<file path="src/rtl/ucds_pkg.sv">
// Shared types and constants for the UART clock divisor search unit.
`timescale 1ns / 1ps

package ucds_pkg;

    localparam int MAX_DIVISOR = 128;
    // Wide enough to hold MAX_DIVISOR + 1, the value that ends the sweep
    localparam int DIV_W       = $clog2(MAX_DIVISOR + 2);
    localparam int DIV_HALF    = MAX_DIVISOR / 2;

    localparam int RATE_W  = 22;
    localparam int HZ_W    = 30;
    localparam int QW      = 32;
    localparam int CNT_W   = $clog2(QW);
    localparam int BGEN_W  = 26;

    localparam logic [HZ_W-1:0] PLL_RESET = 30'd266333333;
    localparam logic [HZ_W-1:0] OPB_RESET = 30'd66600000;

    localparam logic       CFG_PLL_HZ = 1'b0;
    localparam logic       CFG_OPB_HZ = 1'b1;

    localparam logic [6:0] FIELD_MASK = 7'h7F;
    localparam logic [7:0] STOP_CODE  = 8'd1;

    typedef enum logic [3:0] {
        ST_IDLE,
        ST_INIT,
        ST_INIT_WAIT,
        ST_CHECK,
        ST_SC_WAIT,
        ST_B_START,
        ST_B_WAIT,
        ST_B_CHECK,
        ST_A_WAIT,
        ST_UPDATE,
        ST_FREQ_WAIT,
        ST_DONE
    } state_t;

    typedef enum logic [2:0] {
        DSEL_START,
        DSEL_SC,
        DSEL_B,
        DSEL_A,
        DSEL_FREQ
    } div_sel_t;

    typedef struct packed {
        logic     load_item;
        logic     div_start;
        div_sel_t div_sel;
        logic     cap_start;
        logic     cap_sc;
        logic     cap_b;
        logic     cap_a;
        logic     update;
        logic     step_d;
        logic     cap_freq;
        logic     push;
    } cmd_t;

    typedef struct packed {
        logic div_done;
        logic no_search;
        logic d_over;
        logic b_zero;
        logic found;
        logic res_free;
    } sts_t;

    typedef struct packed {
        logic            found;
        logic [7:0]      divisor;
        logic [HZ_W-1:0] freq;
        logic [15:0]     fval;
        logic [14:0]     fmask;
    } res_t;

endpackage

</file>
<file path="src/rtl/uart_clock_divisor_search_unit.sv">
// Top level of the UART clock divisor search unit: stream ports and result register.
`timescale 1ns / 1ps

// One request at a time. For each requested baud rate the unit sweeps serial
// clock divisors d from 2*ceil(pll_hz/opb_hz) up to MAX_DIVISOR (128) and keeps
// the one with the least baud error, then divides pll_hz by it. All division
// goes through one shared 32-bit restoring divider. A trial divides for the
// serial clock, the generator value and the actual rate, and skips the last
// division when the generator value comes out zero; a request makes at most
// 127 trials, none when the rate or a clock register is zero or when the start
// lies above 128. Stalls on the master side hold the unit only while the
// result register is still full. The result sits in an output register, so
// a new request is taken while the previous result waits on the master side.
// pll_hz and opb_hz are written through cfg_we/cfg_index/cfg_data (index 0
// and 1); the user must write them only while the unit is idle, since the
// block itself does not enforce it.
module uart_clock_divisor_search_unit (
    input  logic                      clk,
    input  logic                      rst_n,
    input  logic                      cfg_we,
    input  logic                      cfg_index,
    input  logic [ucds_pkg::HZ_W-1:0] cfg_data,
    input  logic                      s_tvalid,
    output logic                      s_tready,
    input  logic [23:0]               s_tdata,   // baud_rate[21:0], zero fill
    input  logic                      s_tuser,   // uart_select
    output logic                      m_tvalid,
    input  logic                      m_tready,
    output logic [71:0]               m_tdata,   // best_divisor[7:0], serial_freq[37:8],
                                                 // field_value[53:38], field_mask[68:54]
    output logic                      m_tuser    // divisor_found
);
    import ucds_pkg::*;

    cmd_t cmd;
    sts_t sts;
    res_t res;

    logic m_tvalid_reg;
    res_t res_reg;
    logic res_free;

    assign res_free = !m_tvalid_reg || m_tready;

    ucds_ctrl u_ctrl (
        .clk      (clk),
        .rst_n    (rst_n),
        .in_valid (s_tvalid),
        .in_ready (s_tready),
        .sts      (sts),
        .cmd      (cmd)
    );

    ucds_datapath u_dp (
        .clk         (clk),
        .rst_n       (rst_n),
        .cfg_we      (cfg_we),
        .cfg_index   (cfg_index),
        .cfg_data    (cfg_data),
        .baud_rate   (s_tdata[RATE_W-1:0]),
        .uart_select (s_tuser),
        .cmd         (cmd),
        .res_free    (res_free),
        .sts         (sts),
        .res         (res)
    );

    always_ff @(posedge clk or negedge rst_n)
    begin
        if (!rst_n)
            m_tvalid_reg <= 1'b0;
        else if (cmd.push)
            m_tvalid_reg <= 1'b1;
        else if (m_tready)
            m_tvalid_reg <= 1'b0;
    end

    always_ff @(posedge clk)
    begin
        if (cmd.push)
            res_reg <= res;
    end

    assign m_tvalid = m_tvalid_reg;
    assign m_tuser  = res_reg.found;
    assign m_tdata  = {3'd0, res_reg.fmask, res_reg.fval, res_reg.freq, res_reg.divisor};

endmodule

</file>
<file path="src/rtl/ucds_divider.sv">
// Shared restoring divider, one quotient bit per cycle.
`timescale 1ns / 1ps

module ucds_divider (
    input  logic                 clk,
    input  logic                 rst_n,
    input  logic                 start,
    input  logic [ucds_pkg::QW-1:0] num,
    input  logic [ucds_pkg::QW-1:0] den,
    output logic                 done,
    output logic [ucds_pkg::QW-1:0] quotient
);
    import ucds_pkg::*;

    logic             busy_reg, busy_next;
    logic             done_reg, done_next;
    logic [CNT_W-1:0] cnt_reg, cnt_next;
    logic [QW-1:0]    rem_reg, rem_next;
    logic [QW-1:0]    quo_reg, quo_next;
    logic [QW-1:0]    den_reg, den_next;
    logic [QW:0]      trial;
    logic [QW:0]      diff;

    always_comb
    begin
        trial     = {rem_reg, quo_reg[QW-1]};
        diff      = trial - {1'b0, den_reg};
        busy_next = busy_reg;
        done_next = 1'b0;
        cnt_next  = cnt_reg;
        rem_next  = rem_reg;
        quo_next  = quo_reg;
        den_next  = den_reg;
        if (start)
        begin
            busy_next = 1'b1;
            cnt_next  = '0;
            rem_next  = '0;
            quo_next  = num;
            den_next  = den;
        end
        else if (busy_reg)
        begin
            if (!diff[QW])
            begin
                rem_next = diff[QW-1:0];
                quo_next = {quo_reg[QW-2:0], 1'b1};
            end
            else
            begin
                rem_next = trial[QW-1:0];
                quo_next = {quo_reg[QW-2:0], 1'b0};
            end
            cnt_next = cnt_reg + 1'b1;
            if (cnt_reg == CNT_W'(QW - 1))
            begin
                busy_next = 1'b0;
                done_next = 1'b1;
            end
        end
    end

    always_ff @(posedge clk or negedge rst_n)
    begin
        if (!rst_n)
        begin
            busy_reg <= 1'b0;
            done_reg <= 1'b0;
            cnt_reg  <= '0;
        end
        else
        begin
            busy_reg <= busy_next;
            done_reg <= done_next;
            cnt_reg  <= cnt_next;
        end
    end

    always_ff @(posedge clk)
    begin
        rem_reg <= rem_next;
        quo_reg <= quo_next;
        den_reg <= den_next;
    end

    assign done     = done_reg;
    assign quotient = quo_reg;

endmodule

</file>
<file path="src/rtl/ucds_datapath.sv">
// Datapath: clock registers, operand selection, divider and best-divisor tracking.
`timescale 1ns / 1ps

module ucds_datapath (
    input  logic                        clk,
    input  logic                        rst_n,
    input  logic                        cfg_we,
    input  logic                        cfg_index,
    input  logic [ucds_pkg::HZ_W-1:0]   cfg_data,
    input  logic [ucds_pkg::RATE_W-1:0] baud_rate,
    input  logic                        uart_select,
    input  ucds_pkg::cmd_t              cmd,
    input  logic                        res_free,
    output ucds_pkg::sts_t              sts,
    output ucds_pkg::res_t              res
);
    import ucds_pkg::*;

    logic [HZ_W-1:0]   pll_reg;
    logic [HZ_W-1:0]   opb_reg;
    logic [RATE_W-1:0] rate_reg;
    logic              sel_reg;
    logic [DIV_W-1:0]  d_reg;
    logic [HZ_W-1:0]   sc_reg;
    logic [BGEN_W-1:0] b_reg;
    logic [HZ_W-1:0]   a_reg;
    logic [DIV_W-1:0]  best_d_reg;
    logic [HZ_W-1:0]   best_e_reg;
    logic              found_reg;
    logic [HZ_W-1:0]   freq_reg;

    logic [QW-1:0]     div_num;
    logic [QW-1:0]     div_den;
    logic              div_done;
    logic [QW-1:0]     quotient;
    logic [HZ_W-1:0]   rate_ext;
    logic [HZ_W-1:0]   err;
    logic              better;
    logic [QW-1:0]     best_ext;
    logic [7:0]        best8;
    logic [7:0]        base;

    ucds_divider u_div (
        .clk      (clk),
        .rst_n    (rst_n),
        .start    (cmd.div_start),
        .num      (div_num),
        .den      (div_den),
        .done     (div_done),
        .quotient (quotient)
    );

    always_comb
    begin
        case (cmd.div_sel)
            DSEL_START:
            begin
                div_num = QW'(pll_reg) + QW'(opb_reg) - 1'b1;
                div_den = QW'(opb_reg);
            end
            DSEL_SC:
            begin
                div_num = QW'(pll_reg) << 1;
                div_den = QW'(d_reg);
            end
            DSEL_B:
            begin
                div_num = QW'(sc_reg) + (QW'(rate_reg) << 3) - 1'b1;
                div_den = QW'(rate_reg) << 4;
            end
            DSEL_A:
            begin
                div_num = QW'(sc_reg) + (QW'(b_reg) << 3) - 1'b1;
                div_den = QW'(b_reg) << 4;
            end
            DSEL_FREQ:
            begin
                div_num = QW'(pll_reg);
                div_den = QW'(best_d_reg);
            end
            default:
            begin
                div_num = '0;
                div_den = '1;
            end
        endcase
    end

    // Error against the rate and the replacement rule; an even d beats an odd best on a tie
    always_comb
    begin
        rate_ext = HZ_W'(rate_reg);
        err      = (rate_ext >= a_reg) ? (rate_ext - a_reg) : (a_reg - rate_ext);
        better   = !found_reg || (err < best_e_reg) ||
                   ((err == best_e_reg) && best_d_reg[0] && !d_reg[0]);
    end

    always_ff @(posedge clk or negedge rst_n)
    begin
        if (!rst_n)
        begin
            pll_reg <= PLL_RESET;
            opb_reg <= OPB_RESET;
        end
        else if (cfg_we)
        begin
            case (cfg_index)
                CFG_PLL_HZ: pll_reg <= cfg_data;
                CFG_OPB_HZ: opb_reg <= cfg_data;
                default:    pll_reg <= pll_reg;
            endcase
        end
    end

    always_ff @(posedge clk or negedge rst_n)
    begin
        if (!rst_n)
        begin
            found_reg <= 1'b0;
        end
        else if (cmd.load_item)
        begin
            found_reg <= 1'b0;
        end
        else if (cmd.update && better)
        begin
            found_reg <= 1'b1;
        end
    end

    always_ff @(posedge clk)
    begin
        if (cmd.load_item)
        begin
            rate_reg <= baud_rate;
            sel_reg  <= uart_select;
            freq_reg <= '0;
        end
        if (cmd.cap_start)
        begin
            if (quotient > QW'(DIV_HALF))
                d_reg <= DIV_W'(MAX_DIVISOR + 1);
            else
                d_reg <= {quotient[DIV_W-2:0], 1'b0};
        end
        else if (cmd.step_d)
        begin
            d_reg <= d_reg + 1'b1;
        end
        if (cmd.cap_sc)
            sc_reg <= quotient[HZ_W-1:0];
        if (cmd.cap_b)
            b_reg <= quotient[BGEN_W:1];
        if (cmd.cap_a)
            a_reg <= quotient[HZ_W:1];
        if (cmd.update && better)
        begin
            best_d_reg <= d_reg;
            best_e_reg <= err;
        end
        if (cmd.cap_freq)
            freq_reg <= quotient[HZ_W-1:0];
    end

    always_comb
    begin
        sts.div_done  = div_done;
        sts.no_search = (rate_reg == '0) || (pll_reg == '0) || (opb_reg == '0);
        sts.d_over    = d_reg > DIV_W'(MAX_DIVISOR);
        sts.b_zero    = (b_reg == '0);
        sts.found     = found_reg;
        sts.res_free  = res_free;
    end

    always_comb
    begin
        best_ext    = QW'(best_d_reg);
        best8       = found_reg ? best_ext[7:0] : 8'd0;
        base        = found_reg ? best_ext[7:0] : STOP_CODE;
        res.found   = found_reg;
        res.divisor = best8;
        res.freq    = freq_reg;
        res.fval    = sel_reg ? {base, 8'd0} : {8'd0, base};
        res.fmask   = sel_reg ? {FIELD_MASK, 8'd0} : {8'd0, FIELD_MASK};
    end

endmodule

</file>
<file path="src/rtl/ucds_ctrl.sv">
// Controller: sequences the start division, the divisor sweep and the final frequency.
`timescale 1ns / 1ps

module ucds_ctrl (
    input  logic           clk,
    input  logic           rst_n,
    input  logic           in_valid,
    output logic           in_ready,
    input  ucds_pkg::sts_t sts,
    output ucds_pkg::cmd_t cmd
);
    import ucds_pkg::*;

    state_t state_reg, state_next;

    always_ff @(posedge clk or negedge rst_n)
    begin
        if (!rst_n)
            state_reg <= ST_IDLE;
        else
            state_reg <= state_next;
    end

    always_comb
    begin
        state_next  = state_reg;
        cmd         = '0;
        cmd.div_sel = DSEL_START;
        in_ready    = 1'b0;
        case (state_reg)
            ST_IDLE:
            begin
                in_ready = 1'b1;
                if (in_valid)
                begin
                    cmd.load_item = 1'b1;
                    state_next    = ST_INIT;
                end
            end
            ST_INIT:
            begin
                if (sts.no_search)
                begin
                    state_next = ST_DONE;
                end
                else
                begin
                    cmd.div_start = 1'b1;
                    cmd.div_sel   = DSEL_START;
                    state_next    = ST_INIT_WAIT;
                end
            end
            ST_INIT_WAIT:
            begin
                if (sts.div_done)
                begin
                    cmd.cap_start = 1'b1;
                    state_next    = ST_CHECK;
                end
            end
            ST_CHECK:
            begin
                if (sts.d_over)
                begin
                    if (sts.found)
                    begin
                        cmd.div_start = 1'b1;
                        cmd.div_sel   = DSEL_FREQ;
                        state_next    = ST_FREQ_WAIT;
                    end
                    else
                    begin
                        state_next = ST_DONE;
                    end
                end
                else
                begin
                    cmd.div_start = 1'b1;
                    cmd.div_sel   = DSEL_SC;
                    state_next    = ST_SC_WAIT;
                end
            end
            ST_SC_WAIT:
            begin
                if (sts.div_done)
                begin
                    cmd.cap_sc = 1'b1;
                    state_next = ST_B_START;
                end
            end
            ST_B_START:
            begin
                cmd.div_start = 1'b1;
                cmd.div_sel   = DSEL_B;
                state_next    = ST_B_WAIT;
            end
            ST_B_WAIT:
            begin
                if (sts.div_done)
                begin
                    cmd.cap_b  = 1'b1;
                    state_next = ST_B_CHECK;
                end
            end
            ST_B_CHECK:
            begin
                // zero generator value: candidate skipped
                if (sts.b_zero)
                begin
                    cmd.step_d = 1'b1;
                    state_next = ST_CHECK;
                end
                else
                begin
                    cmd.div_start = 1'b1;
                    cmd.div_sel   = DSEL_A;
                    state_next    = ST_A_WAIT;
                end
            end
            ST_A_WAIT:
            begin
                if (sts.div_done)
                begin
                    cmd.cap_a  = 1'b1;
                    state_next = ST_UPDATE;
                end
            end
            ST_UPDATE:
            begin
                cmd.update = 1'b1;
                cmd.step_d = 1'b1;
                state_next = ST_CHECK;
            end
            ST_FREQ_WAIT:
            begin
                cmd.div_sel = DSEL_FREQ;
                if (sts.div_done)
                begin
                    cmd.cap_freq = 1'b1;
                    state_next   = ST_DONE;
                end
            end
            ST_DONE:
            begin
                if (sts.res_free)
                begin
                    cmd.push   = 1'b1;
                    state_next = ST_IDLE;
                end
            end
            default:
            begin
                state_next = ST_IDLE;
            end
        endcase
    end

endmodule
</file>
<file path="config.mk">
export PLATFORM = sky130hd
export DESIGN_NAME = uart_clock_divisor_search_unit
export DESIGN_NICKNAME = d
export VERILOG_FILES = /design/src/rtl/ucds_pkg.sv /design/src/rtl/uart_clock_divisor_search_unit.sv /design/src/rtl/ucds_divider.sv /design/src/rtl/ucds_datapath.sv /design/src/rtl/ucds_ctrl.sv
export SDC_FILE = /design/constraint.sdc
export NUM_CORES = 1
export LEC_CHECK = 0
export BUFFER_PORTS_ARGS = -buffer_cell sky130_fd_sc_hd__buf_2
export CORE_MARGIN = 2
export CORE_UTILIZATION = 30
export DETAILED_ROUTE_END_ITERATION = 10
export PLACE_DENSITY = 0.55
export SLEW_MARGIN = 0
export SYNTH_ARGS = -nofsm -noshare
export SYNTH_HDL_FRONTEND = slang
export SYNTH_SLANG_ARGS = --single-unit
</file>
<file path="constraint.sdc">
create_clock -name clk -period 19.6 [get_ports clk]
set_input_delay 4.9 -clock clk [delete_from_list [all_inputs] [get_ports clk]]
set_output_delay 4.9 -clock clk [all_outputs]
set_load 0.02 [all_outputs]
</file>
## Word level (Yosys, flattened, before mapping)

Index checks and enable logic that the tools add are counted.

| word-level totals | value |
|---|---|
| bits of input ports | 61 |
| logic and storage cells | 149 |
| output and inout bits | 75 |
| flip-flop bits (word level) | 424 |

| cells by class | value |
|---|---|
| $add $sub $neg | 11 |
| muxes and demuxes | 58 |
| order comparisons | 4 |
| reduce and logical (&&, ||, !) cells | 25 |
| bitwise gates (word level) | 1 |
| equality and inequality tests | 24 |

Operators by type and width:

| kind | count |
|---|---|
| 32-bit one-hot mux with 5 select lines | 2 |
| 32-bit 2-to-1 mux | 3 |
| 32-bit by 1-bit subtractor with 32-bit output, second input constant | 3 |
| 30-bit 2-to-1 mux | 3 |
| 30-bit logical NOT | 2 |
| 4-bit 2-to-1 mux | 14 |
| 4-bit one-hot mux with 12 select lines | 1 |
| 33-bit by 32-bit subtractor with 33-bit output | 1 |
| 32-bit by 7-bit greater-than comparator with 1-bit output, second input constant | 1 |
| 8-bit 2-to-1 mux | 4 |
| 30-bit by 25-bit adder with 31-bit output | 1 |
| 30-bit by 29-bit adder with 31-bit output | 1 |
| 30-bit by 30-bit adder with 31-bit output | 1 |
| 30-bit == test | 1 |
| 22-bit by 30-bit >= comparator with 1-bit output | 1 |
| 30-bit < comparator | 1 |
| 22-bit by 30-bit subtractor with 30-bit output | 1 |
| 30-bit by 22-bit subtractor with 30-bit output | 1 |
| 26-bit logical NOT | 1 |
| 1-bit 2-to-1 mux | 25 |
| 22-bit logical NOT | 1 |
| 4-bit by 3-bit == test with 1-bit output, second input constant | 4 |
| 4-bit == test, second input constant | 4 |
| 15-bit 2-to-1 mux | 1 |
| other kinds (24) | 45 |

## Longest topological paths before layout

| depth | value |
|---|---|
| depth after elaboration | 9 |
| gate-level depth with buffers | 28 |
| depth with buffers taken out | 27 |

## Cells and area by module

A second synthesis with hierarchy kept.

| second synthesis, totals | value |
|---|---|
| cell total of the unflattened synthesis | 2,987 |
| area total of the unflattened synthesis | 29,050.4 sq um |

By module, submodules not included:

| module | cells each | seq. area each (sq um) | instances | area an instance (sq um) |
|---|---|---|---|---|
| ucds_datapath | 2,255 | 7,121.8 | 1 | 20,304.5 |
| ucds_divider | 577 | 2,737.6 | 1 | 5,987.0 |
| uart_clock_divisor_search_unit | 77 | 2,127.0 | 1 | 2,175.8 |
| ucds_ctrl | 78 | 100.1 | 1 | 583.1 |

## Least setup slack after synthesis

Ideal clock, no wire load.

| path | value |
|---|---|
| kind | in2reg |
| start | in m_tready |
| end | reg res_reg, in the netlist m_tdata[0] (enable) |
| stages | 2 |
| arrival time | 8.824 ns |
| path slack | 10.234 ns |
| required time | 19.058 ns |
| path through | nor2b_1 nor3_1 |

RTL lines:

| item | line | RTL |
|---|---|---|
| start, declared | uart_clock_divisor_search_unit.sv:28 | `input logic m_tready,` |
| end signal, assigned | uart_clock_divisor_search_unit.sv:81 | `res_reg <= res;` |
| end, declared | uart_clock_divisor_search_unit.sv:40 | `res_t res_reg;` |

## Final worst setup path

| path | value |
|---|---|
| start | reg u_dp.rate_reg[0] |
| end | reg u_dp.best_e_reg[22] (enable) |

| between the ends | value |
|---|---|
| cells in the longest elaborated chain, start to end | 7 |
| elaborated cells on any way between the ends | 11 |
| classes of those cells | add/sub: 2; order compare: 2; eq/ne: 1; mux: 1; reduce/logical: 5 |

RTL lines:

| item | line | RTL |
|---|---|---|
| start, declared | ucds_datapath.sv:21 | `logic [RATE_W-1:0] rate_reg;` |
| start signal, assigned | ucds_datapath.sv:135 | `rate_reg <= baud_rate;` |
| 30-bit by 22-bit subtractor with 30-bit output, or another cell as far along | ucds_datapath.sv:93 | `err = (rate_ext >= a_reg) ? (rate_ext - a_reg) : (a_reg - rate_ext);` |
| 30-bit 2-to-1 mux (*) | ucds_datapath.sv:93 |  |
| via u_dp.err[19] | ucds_datapath.sv:37 | `logic [HZ_W-1:0] err;` |
| branches (longest 3 deep; another with 30-bit < comparator) | - |  |
| 1-bit logical OR (*) | ucds_datapath.sv:94 | `better = !found_reg \|\| (err < best_e_reg) \|\|` |
| 1-bit logical AND (*) | ucds_datapath.sv:156 | `if (cmd.update && better)` |
| end signal, assigned | ucds_datapath.sv:159 | `best_e_reg <= err;` |
| end, declared | ucds_datapath.sv:28 | `logic [HZ_W-1:0] best_e_reg;` |

Mark *: on every way through the listed nets, which the timed path passes.
A chain may end at the register's enable or synchronous reset.

==> impl_metrics.toml <==
[routing]
drt_iter0_drc = 1622
dr.pass1.iters = 7
drt-vias-per-instance = 5.29
wl_per_cell_um = 20.3
post-route-drc-count = 0
antenna_left = 0
wl_um = 74100
vias = 19300

[hold_path]
min_path_type = "reg2reg"
min_path_cells = 0

[critical_path]
reg2reg_from = "u_dp.rate_reg[0]"
crit_path_start_kind = "flop"
crit_fanout = 25
crit_cells = 23
setup.worst_path.end = "u_dp.best_e_reg[22]"
crit_slowest_cell = "o41ai_1"
r2r_cells = 23
required_ns = 19.85
critPathMaxStageDelay_ns = 0.72
ff2ff_setup_slack_ns = 11.97
path_cells = "inv_1 -> ha_1 -> inv_1 -> fa_1 -> a21o_1 -> a21oi_1 -> o21a_1 -> o31ai_1 -> a221oi_1 -> nor3_1 -> o32ai_1 -> a21oi_1 -> o41ai_1 -> xnor2_1 -> ha_1 -> nand4_1 -> nor2_1 -> nand3_1 -> or4_1 -> o31ai_1 -> o21ai_0 -> a21oi_4 -> buf_4"
cp_num_buf_inv = 3
path_class = "reg2reg"
crit_arrival_ns = 7.88
endpoint_kind = "flop"
r2r_end = "u_dp.best_e_reg[22]"
cp_top_family = "compound AO/OA/AOI/OAI gates"
crit_start = "u_dp.rate_reg[0]"

[floorplan]
die_h_um = 293
start_util_pct = 30.4
io_pins = 136
core_area_um2 = 82400
num_rows = 105
dieWidth_um = 293
die_area_um2 = 85800

[clocking]
insertion_delay_ns = 0.60
clk_path_buf_depth = 3
h-tree-depth = 2
cts_tree = "yes"
post_cts.repair.setup_buffers = 0
path_clk_slew_ns = 0.06
cts-root-buf = "clkbuf_16"
cts_hold_buf = 0
cts_resized = 0
cts.sinks = 410
numCtsBuffers = 48

[synthesis]
synth_ff_type = "edfxtp_1"
synth.avg_cell_area_um2 = 10.2
ys_ff_latch = 410
syn-cell-area_um2 = 25000
synth_edf_count = 305
postSynth.asyncResetShare_pct = 17.8
syn_inst = 2448
synthDistinctLibCells = 85
ys_seq_area_share_pct = 46.6
yosysWarnings = 0

[global_route]
top_usage_layer = "met2"
grtUsageMet1_pct = 23.6
grtUsageMet3_pct = 2.37
antenna_found_initial = 7
grt_max_degree = 74
grt_pass1_vias = 18500
grt.total_usage_pct = 17.1
overflow = 0
grt_pass1_wl_um = 112000
met2_usage_pct = 27.0

[cells_and_area]
final_common_cell = "edfxtp_1"
multi_input_area_um2 = 12300
design_area_um2 = 28500
regArea_um2 = 11700
drive_gt1_share_pct = 14.9
fillers = 8312
layout.nets = 2776
syn2layout_area_growth_pct = 13.9
largest_register_ffs = 56
layout_common_cells = "edfxtp_1, nand2_1, inv_1, a21oi_1, ha_1"

[status]
status = "finished clean"

[timing]
min_period_ns = 7.63
final-hold-violation-count = 0
setup_viol = 0
fin_ws_ns = 11.97
worst_pin_slew_ns = 1.16
finClkSkew_ns = 0.0270
finalSetupTns_ns = 0
slew_headroom_pct = 22.5
fin_crit_sh_pct = 38.9
drv_slew = 0
rsz0062_at_grt = "no"
max_freq_ghz = 0.131

[power]
clockPowerShare_pct = 41.7
internal_power_mw = 1.67
swShare_pct = 27.2
p_sw_uw = 623
total_power_mw = 2.29
power_density_nw_per_um2 = 80.5
p_leak_nw = 10.9
combPwrFrac_pct = 14.8
seq_power_share_pct = 43.4
max-vdd-ir-drop_uv = 57.5

[job]
cap_violations = 0

[placement]
place_area_um2 = 26800
portBuffers = 129
pre_cts_ws_ns = 11.97
finalWeightedCongestion = 0.898
dp_hpwl_um = 57000
[Yosys cell counts, types with 15 or more instances]
cell type / n / area share [%]
o21ai_0: 148 / 3.0
clkbuf_1: 89 / 1.3
dfrtp_1: 41 / 4.1
a21o_1: 65 / 1.9
xnor2_1: 78 / 2.7
nand2_1: 191 / 2.9
nor2b_1: 15 / 0.37
inv_1: 173 / 2.6
o22ai_1: 30 / 0.75
ha_1: 168 / 8.4
xor2_1: 51 / 1.8
a211oi_1: 22 / 0.66
a31oi_1: 34 / 0.85
a222oi_1: 25 / 1.0
dfstp_2: 32 / 3.4
mux2i_1: 27 / 1.1
o21bai_1: 31 / 0.93
nand2b_1: 20 / 0.50
edfxtp_1: 305 / 37
nand4_1: 33 / 0.82
dfxtp_1: 32 / 2.6
and2_1: 54 / 1.3
or3_1: 16 / 0.40
buf_4: 17 / 0.51
a221oi_1: 34 / 1.2
a21oi_1: 169 / 3.4
nand3_1: 35 / 0.70
nor4_1: 40 / 1.0
nor3_1: 51 / 1.0
and3_1: 21 / 0.52
mux2_2: 69 / 3.1
o21a_1: 16 / 0.48
o211ai_1: 19 / 0.57
nor2_1: 147 / 2.2
[per-layer routing]
| layer | share of wire (%) | up-vias |
|---|---|---|
| met4 | 4.1 | 4 |
| met5 | 0.024 | - |
| met2 | 44 | 545 |
| met1 | 46 | 9305 |
| met3 | 5.2 | 123 |
| li1 | - | 9333 |
[cell families after synthesis]
group	after synthesis	synth area share, %
buffers and inverters	288	4.61
AO/OA/AOI/OAI	683	17.9
adder cells (fa/ha/maj)	173	8.80
multiplexers	96	4.18
flip-flops	410	46.6
AND/OR/NAND/NOR	668	13.4
XOR/XNOR	129	4.51
other	1	0.0150
[power by group through the flow]
stage	sequential, mW	combinational (mW)	clock [mW]
2_1_floorplan	0.986	0.263	0
3_3_place_gp	1.01	0.336	0
3_5_place_dp	1.01	0.337	0
4_1_cts	0.994	0.338	0.984
5_1_grt	0.998	0.376	1.02
6_report	0.996	0.341	0.957
[worst reg2reg max path, delay by kind of cell (launching register included)]
kind,cells,cell delay [ns]
buffers and inverters,3,0.65
xor gates and xnor gates,1,0.25
adders and majority gates,3,0.90
and+or+nand+nor,5,1.10
AOI/OAI and AO/OA,11,3.83
DFF,1,0.51
[layout make-up]
cell class | count | area share (%)
well taps | 1070 | 4.70
inverters | 173 | 2.28
diodes | 1 | 0.00878
clock buffers | 62 | 4.88
clock inverters | 27 | 1.12
repair buffers | 155 | 2.96
flip-flops and latches | 410 | 40.9
multi-input cells | 1754 | 43.1
[metrics by stage]
step	hold slack, ns	util, %	std cells
2_1_floorplan	0.400	-	2452
3_5_place_dp	0.405	32.5	3562
5_1_grt	0.420	34.6	3651
4_1_cts	0.419	34.6	3651
6_report	0.415	34.6	3652
3_3_place_gp	0.404	32.5	3562
[how the worst min path moves through the flow]
stage	from	end	slack [ns]
2_1_floorplan	u_dp.freq_reg[2]	m_tdata[10]	0.40
3_3_place_gp	u_dp.freq_reg[27]	m_tdata[35]	0.40
3_5_place_dp	u_dp.freq_reg[15]	m_tdata[23]	0.40
4_1_cts	u_dp.freq_reg[19]	m_tdata[27]	0.42
5_1_grt	u_dp.freq_reg[27]	m_tdata[35]	0.42
6_report	u_dp.freq_reg[27]	m_tdata[35]	0.41
No activity file was read; power rests on OpenSTA's default activity.
